[src/hdl/rtra_pkg.sv]
// Package for the ring two-resource arbiter: beat types and phase codes.
// No dependencies; used by ring_two_resource_arbiter.
`timescale 1ns / 1ps

package rtra_pkg;

	typedef struct packed {
		logic       kind;
		logic [2:0] seat;
	} in_beat_t;

	typedef struct packed {
		logic seat_granted;
		logic left_granted;
		logic right_granted;
		logic seat_waiting;
	} out_beat_t;

	localparam logic       KIND_REQUEST = 1'b0;
	localparam logic       KIND_RELEASE = 1'b1;

	localparam logic [1:0] PH_IDLE   = 2'd0;
	localparam logic [1:0] PH_HUNGRY = 2'd1;
	localparam logic [1:0] PH_SERVED = 2'd2;

	localparam logic [7:0] COUNT_MAX   = 8'd255;
	localparam logic [7:0] LIMIT_RESET = 8'd3;

endpackage

[src/hdl/ring_two_resource_arbiter.sv]
// Ring two-resource arbiter: seat phase and refusal state in two memories,
// walked by a small sequencer through a single read port. Uses rtra_pkg.
`timescale 1ns / 1ps

//  channel  | signals                       | beat
//  ---------+-------------------------------+---------------------------------
//  in       | in_valid, in_ready, in_data   | kind, seat
//  out      | out_valid, out_ready, out_data| seat/left/right granted, waiting
//  cfg      | cfg_we, cfg_data              | fail_limit, written at once
//
// One input at a time. A request tries its seat; a release writes its seat
// idle, then tries the left and the right neighbour; an out-of-range seat
// goes straight to output. Each try reads left, right and center through the
// single read port, then writes the center on a request, grant or refusal.
// Reset clears the sequencer and the valid bits; entries read as idle/zero
// until written. A result held by out_ready stalls the block before idle.

module ring_two_resource_arbiter #(
	parameter int SEATS = 8
) (
	input  logic                clk,
	input  logic                arst_n,
	input  logic                in_valid,
	output logic                in_ready,
	input  rtra_pkg::in_beat_t  in_data,
	output logic                out_valid,
	input  logic                out_ready,
	output rtra_pkg::out_beat_t out_data,
	input  logic                cfg_we,
	input  logic [7:0]          cfg_data
);

	localparam int IW = $clog2(SEATS);
	localparam int AW = (IW > 3) ? IW : 3;
	localparam logic [IW-1:0] SEAT_LAST = IW'(SEATS - 1);
	localparam logic [AW:0]   SEATS_W   = (AW + 1)'(SEATS);

	typedef enum logic [2:0] {
		ST_IDLE,
		ST_REL_WR,
		ST_RD_L,
		ST_RD_R,
		ST_RD_C,
		ST_EVAL,
		ST_OUT
	} state_t;

	state_t               state_q;
	logic [7:0]           limit_q;
	logic                 is_rel_q;
	logic                 second_q;
	logic [IW-1:0]        seat_q;
	logic [IW-1:0]        ctr_q;
	logic [1:0]           lph_q;
	logic                 lpr_q;
	logic [1:0]           rph_q;
	logic                 rpr_q;
	rtra_pkg::out_beat_t  res_q;
	rtra_pkg::out_beat_t  out_q;
	logic                 out_valid_q;
	logic [SEATS-1:0]     ph_vld_q;
	logic [SEATS-1:0]     cp_vld_q;

	logic [1:0]           ph_mem [SEATS];
	logic [8:0]           cp_mem [SEATS];
	logic [1:0]           ph_rd_s1;
	logic [8:0]           cp_rd_s1;
	logic                 ph_vld_s1;
	logic                 cp_vld_s1;

	logic [AW-1:0]        seat_ext;
	logic                 seat_ok;
	logic [IW-1:0]        seat_idx;
	logic [IW-1:0]        ctr_left;
	logic [IW-1:0]        ctr_right;
	logic [IW-1:0]        seat_left;
	logic [IW-1:0]        seat_right;
	logic [IW-1:0]        rd_addr;
	logic                 rd_en;
	logic [IW-1:0]        wr_addr;
	logic                 ph_we;
	logic [1:0]           ph_wd;
	logic                 cp_we;
	logic [8:0]           cp_wd;

	logic [1:0]           ph_rd;
	logic [7:0]           cnt_rd;
	logic                 pr_rd;
	logic [1:0]           c_ph;
	logic                 blocked;
	logic                 hungry;
	logic                 grant;
	logic                 refuse;
	logic [7:0]           cnt_inc;

	assign seat_ext = AW'(in_data.seat);
	assign seat_ok  = {1'b0, seat_ext} < SEATS_W;
	assign seat_idx = seat_ext[IW-1:0];

	assign ctr_left   = (ctr_q == '0) ? SEAT_LAST : ctr_q - 1'b1;
	assign ctr_right  = (ctr_q == SEAT_LAST) ? '0 : ctr_q + 1'b1;
	assign seat_left  = (seat_q == '0) ? SEAT_LAST : seat_q - 1'b1;
	assign seat_right = (seat_q == SEAT_LAST) ? '0 : seat_q + 1'b1;

	assign ph_rd  = ph_vld_s1 ? ph_rd_s1 : rtra_pkg::PH_IDLE;
	assign cnt_rd = cp_vld_s1 ? cp_rd_s1[8:1] : 8'd0;
	assign pr_rd  = cp_vld_s1 ? cp_rd_s1[0] : 1'b0;

	assign c_ph    = is_rel_q ? ph_rd : rtra_pkg::PH_HUNGRY;
	assign blocked = lpr_q | rpr_q;
	assign hungry  = c_ph == rtra_pkg::PH_HUNGRY;
	assign grant   = hungry && !blocked && lph_q != rtra_pkg::PH_SERVED
		&& rph_q != rtra_pkg::PH_SERVED;
	assign refuse  = hungry && !blocked && !grant;
	assign cnt_inc = (cnt_rd == rtra_pkg::COUNT_MAX) ? cnt_rd : cnt_rd + 8'd1;

	always_comb begin
		rd_en   = 1'b0;
		rd_addr = ctr_q;
		wr_addr = ctr_q;
		ph_we   = 1'b0;
		ph_wd   = rtra_pkg::PH_IDLE;
		cp_we   = 1'b0;
		cp_wd   = '0;
		case (state_q)
			ST_REL_WR: begin
				wr_addr = seat_q;
				ph_we   = 1'b1;
			end
			ST_RD_L: begin
				rd_en   = 1'b1;
				rd_addr = ctr_left;
			end
			ST_RD_R: begin
				rd_en   = 1'b1;
				rd_addr = ctr_right;
			end
			ST_RD_C: begin
				rd_en = 1'b1;
			end
			ST_EVAL: begin
				ph_we = grant || !is_rel_q;
				ph_wd = grant ? rtra_pkg::PH_SERVED : rtra_pkg::PH_HUNGRY;
				cp_we = grant || refuse;
				cp_wd = grant ? 9'd0 : {cnt_inc, pr_rd | (cnt_inc == limit_q)};
			end
			default: begin
			end
		endcase
	end

	always_ff @(posedge clk) begin
		if (ph_we) begin
			ph_mem[wr_addr] <= ph_wd;
		end
		if (cp_we) begin
			cp_mem[wr_addr] <= cp_wd;
		end
		if (rd_en) begin
			ph_rd_s1 <= ph_mem[rd_addr];
			cp_rd_s1 <= cp_mem[rd_addr];
		end
	end

	always_ff @(posedge clk or negedge arst_n) begin
		if (!arst_n) begin
			state_q     <= ST_IDLE;
			limit_q     <= rtra_pkg::LIMIT_RESET;
			out_valid_q <= 1'b0;
			ph_vld_q    <= '0;
			cp_vld_q    <= '0;
			ph_vld_s1   <= 1'b0;
			cp_vld_s1   <= 1'b0;
		end else begin
			if (cfg_we) begin
				limit_q <= cfg_data;
			end
			if (out_valid_q && out_ready && state_q != ST_OUT) begin
				out_valid_q <= 1'b0;
			end
			if (ph_we) begin
				ph_vld_q[wr_addr] <= 1'b1;
			end
			if (cp_we) begin
				cp_vld_q[wr_addr] <= 1'b1;
			end
			if (rd_en) begin
				ph_vld_s1 <= ph_vld_q[rd_addr];
				cp_vld_s1 <= cp_vld_q[rd_addr];
			end
			case (state_q)
				ST_IDLE: begin
					if (in_valid) begin
						res_q    <= '0;
						is_rel_q <= in_data.kind == rtra_pkg::KIND_RELEASE;
						second_q <= 1'b0;
						seat_q   <= seat_idx;
						if (!seat_ok) begin
							state_q <= ST_OUT;
						end else if (in_data.kind == rtra_pkg::KIND_RELEASE) begin
							state_q <= ST_REL_WR;
						end else begin
							ctr_q   <= seat_idx;
							state_q <= ST_RD_L;
						end
					end
				end
				ST_REL_WR: begin
					ctr_q   <= seat_left;
					state_q <= ST_RD_L;
				end
				ST_RD_L: begin
					state_q <= ST_RD_R;
				end
				ST_RD_R: begin
					lph_q   <= ph_rd;
					lpr_q   <= pr_rd;
					state_q <= ST_RD_C;
				end
				ST_RD_C: begin
					rph_q   <= ph_rd;
					rpr_q   <= pr_rd;
					state_q <= ST_EVAL;
				end
				ST_EVAL: begin
					if (!is_rel_q) begin
						res_q.seat_granted <= grant;
						res_q.seat_waiting <= !grant;
						state_q            <= ST_OUT;
					end else if (!second_q) begin
						res_q.left_granted <= grant;
						second_q           <= 1'b1;
						ctr_q              <= seat_right;
						state_q            <= ST_RD_L;
					end else begin
						res_q.right_granted <= grant;
						state_q             <= ST_OUT;
					end
				end
				ST_OUT: begin
					if (!out_valid_q || out_ready) begin
						out_q       <= res_q;
						out_valid_q <= 1'b1;
						state_q     <= ST_IDLE;
					end
				end
				default: begin
					state_q <= ST_IDLE;
				end
			endcase
		end
	end

	assign in_ready  = state_q == ST_IDLE;
	assign out_valid = out_valid_q;
	assign out_data  = out_q;

endmodule
[config.mk]
export PLATFORM = sky130hd
export DESIGN_NAME = ring_two_resource_arbiter
export DESIGN_NICKNAME = d
export VERILOG_FILES = /design/src/hdl/rtra_pkg.sv /design/src/hdl/ring_two_resource_arbiter.sv
export SDC_FILE = /design/constraint.sdc
export NUM_CORES = 1
export LEC_CHECK = 0
export BUFFER_PORTS_ARGS = -buffer_cell sky130_fd_sc_hd__buf_2
export CORE_MARGIN = 2
export CORE_UTILIZATION = 61
export CTS_CLUSTER_DIAMETER = 100
export CTS_CLUSTER_SIZE = 10
export DETAILED_ROUTE_END_ITERATION = 6
export PLACE_DENSITY = 0.79
export SLEW_MARGIN = 40
export SYNTH_ARGS = -nofsm -noshare
export SYNTH_HDL_FRONTEND = slang
export SYNTH_SLANG_ARGS = --single-unit
[constraint.sdc]
create_clock -name clk -period 5.2 [get_ports clk]
set_input_delay 0.52 -clock clk [delete_from_list [all_inputs] [get_ports clk]]
set_output_delay 0.52 -clock clk [all_outputs]
set_load 0.02 [all_outputs]
[Yosys cells after proc, flatten, opt, wreduce, memory -nomap -nowiden]
Memories as Yosys holds them, arrays and structs flattened. A register that Yosys moved wholly into a read port is not among the register bits.
Index checks and enable logic that the tools add are counted.
Operators by class
  add/subtract/negate cells: 5
  $lt $le $gt $ge: 3
  equal/unequal tests: 21
  multiplexer cells: 52
  bitwise logic cells: 4
  reduce and logical (&&, ||, !) cells: 30
Operators by type and width (count)
  3-bit 2-to-1 mux: 13
  3-bit one-hot mux with 7 select lines: 1
  1-bit 2-to-1 mux: 19
  9-bit 2-to-1 mux: 2
  2-bit != test (second input constant): 9
  8-bit 2-to-1 mux: 2
  8-bit bitwise OR: 2
  3-bit equality test (second input constant): 5
  2-bit 2-to-1 mux: 6
  5-bit AND reduction: 2
  3-bit zero test: 3
  3-bit one-hot mux with 3 select lines: 1
  8-bit by 1-bit adder with 8-bit output (second input constant): 1
  8-bit equality test: 1
  8-bit equality test (second input constant): 1
  3-bit by 4-bit < comparator with 1-bit output (second input constant): 2
  4-bit one-hot mux with 2 select lines: 1
  4-bit AND reduction: 2
  1-bit logical AND: 7
  3-bit by 1-bit adder with 3-bit output (second input constant): 2
  1-bit binary-select mux with 3-bit select: 2
  3-bit by 2-bit equality test with 1-bit output (second input constant): 2
  3-bit one-hot mux with 2 select lines: 1
  2-bit AND reduction: 3
  other kinds (16): 25
Word-level totals
  register bits: 52
  RAM bits: 88
  bits of input ports: 17
  memories: 2
Memory list
  cp_mem: words 8, width 9, rd ports 1, clocked after Yosys merged registers in 1, write ports 1, line ring_two_resource_arbiter.sv:65  | logic [8:0] cp_mem [SEATS];
  ph_mem: words 8, width 2, rd ports 1, clocked after Yosys merged registers in 1, write ports 1, line ring_two_resource_arbiter.sv:64  | logic [1:0] ph_mem [SEATS];

[Longest topological paths before layout]
Gate-level depths: netlist of the first run.
  depth after elaboration: 12
  gate-level depth with buffers: 10

[Worst setup path after synthesis of the first run]
Ideal clock, no wire load.
  kind: reg-to-reg
  start: reg cp_vld_s1
  end: mem cp_mem[0][0], data pin
  setup time: 0.185 ns
  arrival: 2.365 ns
  required time: 5.015 ns
  setup slack: 2.650 ns
  stages on the path, launching flop included: 9
  path buffers: 0
  period minus slack after synthesis: 2.550 ns
  cells stage by stage: dfrtp_1 > and2_1 > ha_1 > nand4_2 > nor2_2 > mux2i_1 > o221ai_1 > or4_4 > o2bb2ai_2
On the way
  longest elaborated chain between the ends: 7
  elaborated cells on any way between the ends: 9
RTL lines
  from (decl): line ring_two_resource_arbiter.sv:69  | logic cp_vld_s1;
  from (signal assigned): line ring_two_resource_arbiter.sv:189  | cp_vld_s1 <= cp_vld_q[rd_addr];
  8-bit 2-to-1 mux: line ring_two_resource_arbiter.sv:106  | assign cnt_rd = cp_vld_s1 ? cp_rd_s1[8:1] : 8'd0;
  8-bit by 1-bit adder with 8-bit output / 8-bit equality test (equally long branches): line ring_two_resource_arbiter.sv:115  | assign cnt_inc = (cnt_rd == rtra_pkg::COUNT_MAX) ? cnt_rd : cnt_rd + 8'd1;
  8-bit 2-to-1 mux: line ring_two_resource_arbiter.sv:115
  8-bit equality test: line ring_two_resource_arbiter.sv:145  | cp_wd = grant ? 9'd0 : {cnt_inc, pr_rd | (cnt_inc == limit_q)};
  1-bit bitwise OR *: line ring_two_resource_arbiter.sv:145
  9-bit 2-to-1 mux *: line ring_two_resource_arbiter.sv:145
  9-bit 2-to-1 mux *: line ring_two_resource_arbiter.sv:125  | case (state_q)
  net cp_wd[0]: line ring_two_resource_arbiter.sv:84  | logic [8:0] cp_wd;
  to (decl): line ring_two_resource_arbiter.sv:65
Mark *: on every way through the listed nets, which the timed path passes. The rest lies on a longest branch.

[Worst setup path in the final report of the first run]
  start: reg cp_vld_s1
  end: mem cp_mem[7][0], data pin
The elaborated chain is that of the path after synthesis.

==> flow_summary.toml, run 1 <==
[run_status]
status = "finished clean"

[power_and_ir_drop]
p_per_area_nw_per_um2 = 534.5
finalPower_mw = 4.144
ir_drop_uv = 397.3
leakage_nw = 2.890

[synthesis]
synth-edff-count = 121
ys_ff_latch = 151
synthXorXnorAreaFrac = 0.01013
synth_compound_area_frac = 0.06189
yosysWarnings = 0
synthMuxAreaShare = 0.1410
syn_inst = 503
synthesis.nets = 529
synthSimpleGateAreaFrac = 0.1111
synth_fa_ha_area_frac = 0.01629
synthTopCellsByArea = "edfxtp_1 53%, mux2i_1 11%, dfrtp_1 10%"
ys_types = 68
yosysMostFrequentCell = "edfxtp_1"
synthTopCellsByCount = "121 x edfxtp_1, 76 x mux2i_1, 37 x nor2_1, 31 x nand2_1, 28 x dfrtp_1"
netlist.area_leader.share = 0.5255
ys_seq_area_frac = 0.6345
async_flop_share = 0.1987
synth.avg_cell_area_um2 = 13.75
netlist_area_um2 = 6914
synth_top_cell_by_area = "edfxtp_1"
synth_top_family_by_area = "multiplexers"
synthFlopType = "edfxtp_1"

[worst_setup_path]
cp_num_buf_inv = 0
reg2reg_to = "cp_mem[7][0]"
required_ns = 5.40
ff2ff_path_depth = 8
cp-end-kind = "flop"
slowest_stage = "dfrtp_1"
cp_top_family = "simple AND/OR/NAND/NOR gates"
r2r_start = "cp_vld_s1"
path_cells = "and2_1 > ha_1 > nand4_2 > nor2_2 > mux2i_1 > o221ai_1 > or4_4 > o2bb2ai_2"
cp.arrival_ns = 3.50
cp_max_fo = 15
cp-start-kind = "flop"
crit_type = "reg -> reg"
max_stage_delay_ns = 0.65
ff2ff_setup_slack_ns = 1.90

[clock_tree]
ctsLongestPathBuffers = 2
cts_resized = 0
insertion_delay_ns = 0.43
h-tree-depth = 4
clock-sinks = 151
postCtsSetupBuffers = 0
postCtsHoldBufs = 0
clk_pin_slew_ns = 0.07
cts_root_buf = "clkbuf_16"
cts_tree = "built"
cts_inserted_buffers = 17

[die]
die_h_um = 110.5
coreArea_um2 = 10940
die_w_um = 110.5
rows = 38
ios = 23
start_util = 0.6323
die_area_um2 = 12200

[worst_hold_path]
hp-class = "in -> async"

[final_layout]
nets = 554
fin_cells = 681
syn2layout_area_growth_pct = 12.12
antenna_cells = 0
nFillCells = 716
drive_gt1_frac = 0.1922
postLayoutCellArea_um2 = 7752

[placed_design]
placed_cells = 649
port_buffers = 22
post_dp_cell_area_um2 = 7143
gp_congestion = 0.8665
dp_hpwl_um = 9171
place_ws_ns = 1.953

[drt]
ant_nets = 0
wirelength_um = 13920
vias_per_cell = 6.156
remaining_drc_errors = 0
vias = 4192
drt_iter0_markers = 415
wl_per_cell_um = 20.44
drtPass1Iterations = 5

[job]
drv_cap = 0

[sta]
setup_viol = 0
skew_ns = 0.009205
fmax_mhz = 303.1
fin_crit_ns = 3.299
tns_ns = 0
rsz0062_at_grt = "false"
report.final.slew_viol_count = 0
max_slew_margin = 0.4928
tightest_slew_ns = 0.7600
period_share = 0.6344
finalHoldViolations = 0
setup_slack_ns = 1.901

[global_routing]
antenna_found_initial = 0
grt_overflow = 0
grt_pass1_wl_um = 22740
grt_max_degree = 37
grt_use_total = 0.2442
grt_pass1_vias = 4267
-- power by group --
part | internal, mW | leakage, nW | switching [mW]
registers | 1.51 | 1.40 | 0.169
logic | 0.517 | 1.20 | 0.705
clock network | 0.726 | 0.286 | 0.520
-- registers in the layout (all words and copies together) (netlist names), 4 cells and up --
register,count
cp_rd_s1,9
res_q,4
limit_q,8
ph_mem,16
cp_vld_q,8
out_data,4
ph_vld_q,8
cp_mem,72
-- placed cells by master, fill, tap and decap left out, types with 5 or more instances in the layout --
cell type	Yosys	layout
nor2_1	37	29
a211oi_1	7	7
o21ai_0	7	7
nand2b_1	10	10
or2_1	17	17
nand2_1	31	30
nor2_2	1	9
a21oi_1	10	10
mux2_2	18	18
nor3_1	10	10
edfxtp_1	121	121
clkbuf_16	0	17
ha_1	9	9
inv_1	15	15
xnor2_1	6	6
nand3_1	8	8
dfrtp_1	28	28
inv_8	0	5
buf_2	7	21
mux2i_1	76	76
-- kinds of logic after synthesis --
logic type	after synthesis
and+or+nand+nor	147
xor gates and xnor gates	8
AOI/OAI and AO/OA	58
buffers and inverters	35
adders and majority gates	9
muxes	95
DFF	151
-- area by class of cell --
| type | instances | area [um^2] | share of cell area |
|---|---|---|---|
| well taps | 140 | 175.2 | 0.02260 |
| flip-flops and latches | 151 | 4387 | 0.5658 |
| multi-input cells | 317 | 2392 | 0.3086 |
| repair buffers | 24 | 127.6 | 0.01646 |
| clock inverters | 15 | 181.4 | 0.02340 |
| inverters | 17 | 63.81 | 0.008231 |
| clock buffers | 17 | 425.4 | 0.05487 |
-- per-stage QoR --
step / utilization / hold WS, ns
detailed placement: 0.6532 / 0.4045
global route: 0.7089 / 0.08100
finish: 0.7089 / 0.04151
floorplan: - / 0.2244
global placement: 0.6509 / 0.4010
CTS: 0.7087 / 0.1850
-- metal layers --
layer | vias up | track usage | share of wire | routed length, um
li1 | 1938 | - | - | -
met1 | 2077 | 0.3178 | 0.42 | 5836
met2 | 143 | 0.3914 | 0.50 | 6969
met3 | 34 | 0.06312 | 0.054 | 752
met4 | 0 | 0.1058 | 0.026 | 363
met5 | - | 0 | 0 | 0
-- worst max path at each step --
stage / endpoint / slack (ns) / depth (start not counted) / start
floorplan: cp_mem[0][0] / 2.65 / 8 / cp_vld_s1
global placement: cp_rd_s1[2] / 1.95 / 9 / ctr_q[0]
detailed placement: cp_mem[5][0] / 1.95 / 8 / cp_vld_s1
CTS: cp_mem[4][0] / 1.94 / 8 / cp_vld_s1
global route: cp_mem[3][0] / 1.74 / 8 / cp_vld_s1
finish: cp_mem[7][0] / 1.90 / 8 / cp_vld_s1
No activity file was read; power rests on OpenSTA's default activity.
==> run 2: changes to the inputs <==
- CORE_UTILIZATION: 61 -> 56
- PLACE_DENSITY: 0.79 -> 0.76
- clock period: 5.2 -> 2.9 ns (I/O delays scaled with it)
==> run 2 against run 1 <==
  * Non-clock buffer count grew 22
  * Global-route usage shrank 2.3 points
  * Largest power group unchanged
  * Register-to-register slack lost 1.7 ns
  * Power grew 82%
  * Via count grew 0.21%
  * Combinational power grew 100%
==> flow_summary.toml, run 2 (same netlist as run 1, synthesis figures left out) <==
[sta]
tns_ns = 0
period_share = 0.9417
fin_crit_ns = 2.731
max_slew_margin = 0.5701
tightest_slew_ns = 0.6425
finalHoldViolations = 0
report.final.slew_viol_count = 0
setup_viol = 0
fmax_mhz = 366.2
rsz0062_at_grt = "false"
skew_ns = 0.009499

[drt]
vias_per_cell = 5.934
wl_per_cell_um = 19.55
drtPass1Iterations = 5
ant_nets = 0
remaining_drc_errors = 0
vias = 4201
drt_iter0_markers = 526
wirelength_um = 13840

[worst_setup_path]
slowest_stage = "edfxtp_1"
ff2ff_path_depth = 9
cp-start-kind = "flop"
cp_common_cell = "mux2i_1"
path_cells = "inv_1 > ha_1 > nor2b_1 > o221ai_1 > nand2_2 > buf_16 > mux2i_1 > mux2i_1 > mux2_2"
cp.arrival_ns = 2.90
ff2ff_setup_slack_ns = 0.17
cp-end-kind = "flop"
max_stage_delay_ns = 0.50
crit_type = "reg -> reg"
r2r_start = "ctr_q[0]"
reg2reg_to = "cp_rd_s1[3]"
cp_max_fo = 24
required_ns = 3.07

[die]
coreArea_um2 = 12010
die_area_um2 = 13250
die_h_um = 115.1
ios = 23
start_util = 0.5756
rows = 40
die_w_um = 115.1

[final_layout]
top_register = "cp_mem"
antenna_cells = 0
largestRegisters = "cp_mem (72), ph_mem (16), cp_rd_s1 (9)"
drive_gt1_frac = 0.2032
final_common_cell = "edfxtp_1"
largest_reg_flops = 72
layout_common_cells = "121 x edfxtp_1, 76 x mux2i_1, 37 x nor2_1, 30 x nand2_1, 28 x dfrtp_1"
nets = 576
syn2layout_area_growth_pct = 14.53

[global_routing]
grt_overflow = 0
antenna_found_initial = 0
grt_pass1_wl_um = 21620
grt_pass1_vias = 4232
grt_use_total = 0.2212
grt_max_degree = 49

[clock_tree]
clock-sinks = 151
h-tree-depth = 4
insertion_delay_ns = 0.42
cts_root_buf = "clkbuf_16"
cts_tree = "built"
ctsLongestPathBuffers = 2
cts_inserted_buffers = 17
clk_pin_slew_ns = 0.06

[power_and_ir_drop]
finalPower_mw = 7.527
leakage_nw = 3.009
ir_drop_uv = 488.9
p_per_area_nw_per_um2 = 950.5

[placed_design]
dp_hpwl_um = 9016
gp_congestion = 0.9601
port_buffers = 22

[worst_hold_path]
whs_path_depth = 1
hp-start = "in_data[1]"
hp-class = "in -> reg"
worstHoldEndpoint = "seat_q[1]"

[run_status]
status = "finished clean"

[job]
drv_cap = 0
run 2: cell count changes in the layout (fill, tap and decap cells not counted), moves of 2 or more:
cell,previous run,this run
inv_8,5,0
buf_4,3,20
clkinvlp_4,4,2
nor2_1,29,37
nor2_2,9,1
clkinv_4,1,4
run 2: metal layers:
metal  up-vias  global-route usage  share of wire
met5         -                   0              0
met4         0             0.09317          0.027
met3        34             0.07380          0.067
met2       162              0.3439           0.47
met1      2036              0.2874           0.43
li1       1969                   -              -
run 2: how the worst max path moves through the flow:
stage	from	endpoint	slack [ns]	cells past startpoint
after floorplan	cp_vld_s1	cp_mem[0][0]	0.35	8
after global placement	ctr_q[0]	cp_rd_s1[1]	0.25	9
final	ctr_q[0]	cp_rd_s1[3]	0.17	9
after global routing	ctr_q[0]	cp_rd_s1[3]	0.04	9
after CTS	ctr_q[0]	cp_rd_s1[3]	0.17	9
after detailed placement	ctr_q[0]	cp_rd_s1[1]	0.23	9
run 2: power breakdown:
part | switching [mW] | internal, mW
clock | 0.862 | 1.27
sequential | 0.234 | 2.70
combinational | 1.37 | 1.09
total | 2.47 | 5.06
run 2: what timing repair did:
item / in CTS / in global routing
endpoints found under the setup margin: 0 / 1
hold buffers: 1 / 0
endpoints found under the hold margin: 11 / 0
buffers inserted: 0 / 0
gates resized for setup: 0 / 1
run 2: worst max-delay path: cells and delay by family, from the launching register on:
family	cells	cell delay [ns]
AO/OA/AOI/OAI	1	0.26
flip-flops	1	0.50
multiplexers	3	0.67
AND/OR/NAND/NOR	2	0.47
buffers and inverters	2	0.37
adder cells (fa/ha/maj)	1	0.18
run 2: cell type report:
type	instances	area, um^2
flip-flops and latches	151	4387
fillers	817	4093
repair buffers	46	342.8
multi-input cells	317	2367
well taps	147	183.9
clock buffers	17	425.4
clock inverters	13	148.9
inverters	17	63.81
run 2: stage by stage:
stage	util	setup WS [ns]	hold slack [ns]	std cells	cell area [um^2]
after floorplan	-	0.3498	-0.005591	503	6914
after global placement	0.6079	0.2475	0.2354	676	7302
after detailed placement	0.6079	0.2319	0.2382	676	7302
after CTS	0.6566	0.1691	0.04419	707	7886
after global routing	0.6593	0.04084	0.04736	708	7919
final	0.6593	0.1690	0.06166	708	7919
==> run 3: changes to the inputs <==
- CORE_UTILIZATION: 56 -> 61
- PLACE_DENSITY: 0.76 -> 0.79
- clock period: 2.9 -> 3.52 ns (I/O delays scaled with it)
==> run 3 against run 2 <==
  * Clock-buffer cell count did not move
  * Maximum frequency decreased by 4.3%
  * Power shrank 19%
  * Sequential cell count stayed put
  * Sequential share of layout area is 0.79 points higher
  * Setup slack better by 0.50 ns
  * Clock skew shrank 0.0015 ns
  * Clock power down 16%
  * Hold slack better by 0.053 ns
  * Global-route usage up 2.4 points
  * Sequential power decreased by 16%
  * Largest power group unchanged
  * Highest routed layer unchanged
==> flow_summary.toml, run 3 (same netlist as run 1, synthesis figures left out) <==
[run_status]
status = "finished clean"

[drt]
wl_per_cell_um = 20.48
ant_nets = 0
vias_per_cell = 6.123
drt_iter0_markers = 379
vias = 4243
remaining_drc_errors = 0
wirelength_um = 14190
drtPass1Iterations = 7

[worst_setup_path]
cp_max_fo = 8
reg2reg_to = "cp_mem[4][0]"
cp-end-kind = "flop"
cp-start-kind = "flop"
r2r_start = "cp_vld_s1"
required_ns = 3.73
cp.arrival_ns = 3.07
ff2ff_path_depth = 8
crit_type = "reg -> reg"
ff2ff_setup_slack_ns = 0.67

[sta]
rsz0062_at_grt = "false"
tns_ns = 0
max_slew_margin = 0.5674
setup_slack_ns = 0.6661
skew_ns = 0.008030
period_share = 0.8108
setup_viol = 0
fin_crit_ns = 2.854
fmax_mhz = 350.4
report.final.slew_viol_count = 0
finalHoldViolations = 0
tightest_slew_ns = 0.6489

[die]
die_w_um = 110.5
die_area_um2 = 12200
start_util = 0.6323
die_h_um = 110.5
ios = 23
coreArea_um2 = 10940
rows = 38

[global_routing]
grt_overflow = 0
grt_pass1_wl_um = 22960
grt_pass1_vias = 4372
grt_use_total = 0.2456
antenna_found_initial = 0
grt_max_degree = 49

[power_and_ir_drop]
combinationalPowerShare = 0.302
p_clk_frac = 0.292
swShare = 0.3406
finalPower_mw = 6.091
leakage_nw = 2.960
p_per_area_nw_per_um2 = 780.1
switchingPower_mw = 2.075
p_int_mw = 4.016
ir_drop_uv = 566.8
p_seq_frac = 0.406

[final_layout]
top_register = "cp_mem"
syn2layout_area_growth_pct = 12.92
antenna_cells = 0
largestRegisters = "cp_mem (72), ph_mem (16), cp_rd_s1 (9)"
largest_reg_flops = 72
nets = 566
layout_common_cells = "121 x edfxtp_1, 76 x mux2i_1, 37 x nor2_1, 30 x nand2_1, 28 x dfrtp_1"
final_common_cell = "edfxtp_1"
drive_gt1_frac = 0.1917

[worst_hold_path]
hp-start = "in_data[1]"
worstHoldEndpoint = "seat_q[1]"
whs_path_depth = 1
hp-class = "in -> reg"

[placed_design]
gp_congestion = 0.9074
port_buffers = 22
place_ws_ns = 0.7007
dp_hpwl_um = 9198

[clock_tree]
insertion_delay_ns = 0.43
postCtsSetupBuffers = 0
cts_tree = "built"
h-tree-depth = 4
clock-sinks = 151
cts_root_buf = "clkbuf_16"
cts_inserted_buffers = 17
clk_pin_slew_ns = 0.07
ctsLongestPathBuffers = 2

[job]
drv_cap = 0
run 3: power by group through the flow:
stage | logic, mW | registers [mW] | clock network, mW
floorplan | 1.50 | 2.38 | 0
global placement | 1.76 | 2.49 | 0
detailed placement | 1.81 | 2.50 | 0
CTS | 1.83 | 2.46 | 1.80
global route | 1.99 | 2.51 | 1.88
finish | 1.84 | 2.47 | 1.78
run 3: timing repair:
action / 4_1_cts / 5_1_grt
hold buffers: 1 / 0
hold endpoints to repair: 9 / 0
gates resized for setup: 0 / 0
run 3: worst max-delay path, stage by stage (launching register included):
cell and delay [ns]:
dfrtp_1 0.40, and2_1 0.22, ha_1 0.28, nand4_2 0.23
nor2_2 0.34, mux2i_1 0.23, o221ai_1 0.12, or4_4 0.52
o2bb2ai_2 0.31
run 3: cell type report:
type / instances / area (um^2)
Multi-Input combinational cell: 317 / 2367
Timing Repair Buffer: 36 / 230.2
Fill cell: 729 / 3128
Sequential cell: 151 / 4387
Clock buffer: 17 / 425.4
Clock inverter: 15 / 158.9
Tap cell: 140 / 175.2
Inverter: 17 / 63.81
run 3: worst max path at each step:
| stage | cells after the start | slack (ns) | start | to |
|---|---|---|---|---|
| 2_1_floorplan | 8 | 0.97 | cp_vld_s1 | cp_mem[0][0] |
| 3_3_place_gp | 8 | 0.84 | cp_vld_s1 | cp_mem[5][0] |
| 3_5_place_dp | 8 | 0.70 | cp_vld_s1 | cp_mem[4][0] |
| 4_1_cts | 8 | 0.68 | cp_vld_s1 | cp_mem[2][0] |
| 5_1_grt | 9 | 0.47 | cp_rd_s1[1] | cp_mem[2][0] |
| 6_report | 8 | 0.67 | cp_vld_s1 | cp_mem[4][0] |
run 3: layer usage:
layer / vias to the layer above / global-route usage / part of all wire
li1: 1952 / - / -
met1: 2123 / 0.3302 / 0.43
met2: 142 / 0.3918 / 0.49
met4: 0 / 0.08750 / 0.021
met3: 26 / 0.06312 / 0.059
met5: - / 0 / 0
run 3: metrics by stage:
| step | area, um^2 | util | std cells | hold slack [ns] |
|---|---|---|---|---|
| CTS | 7807 | 0.7140 | 693 | 0.1090 |
| detailed placement | 7213 | 0.6596 | 660 | 0.2769 |
| floorplan | 6914 | - | 503 | 0.05641 |
| global placement | 7213 | 0.6596 | 660 | 0.2792 |
| finish | 7807 | 0.7140 | 693 | 0.1151 |
| global route | 7807 | 0.7140 | 693 | 0.1015 |
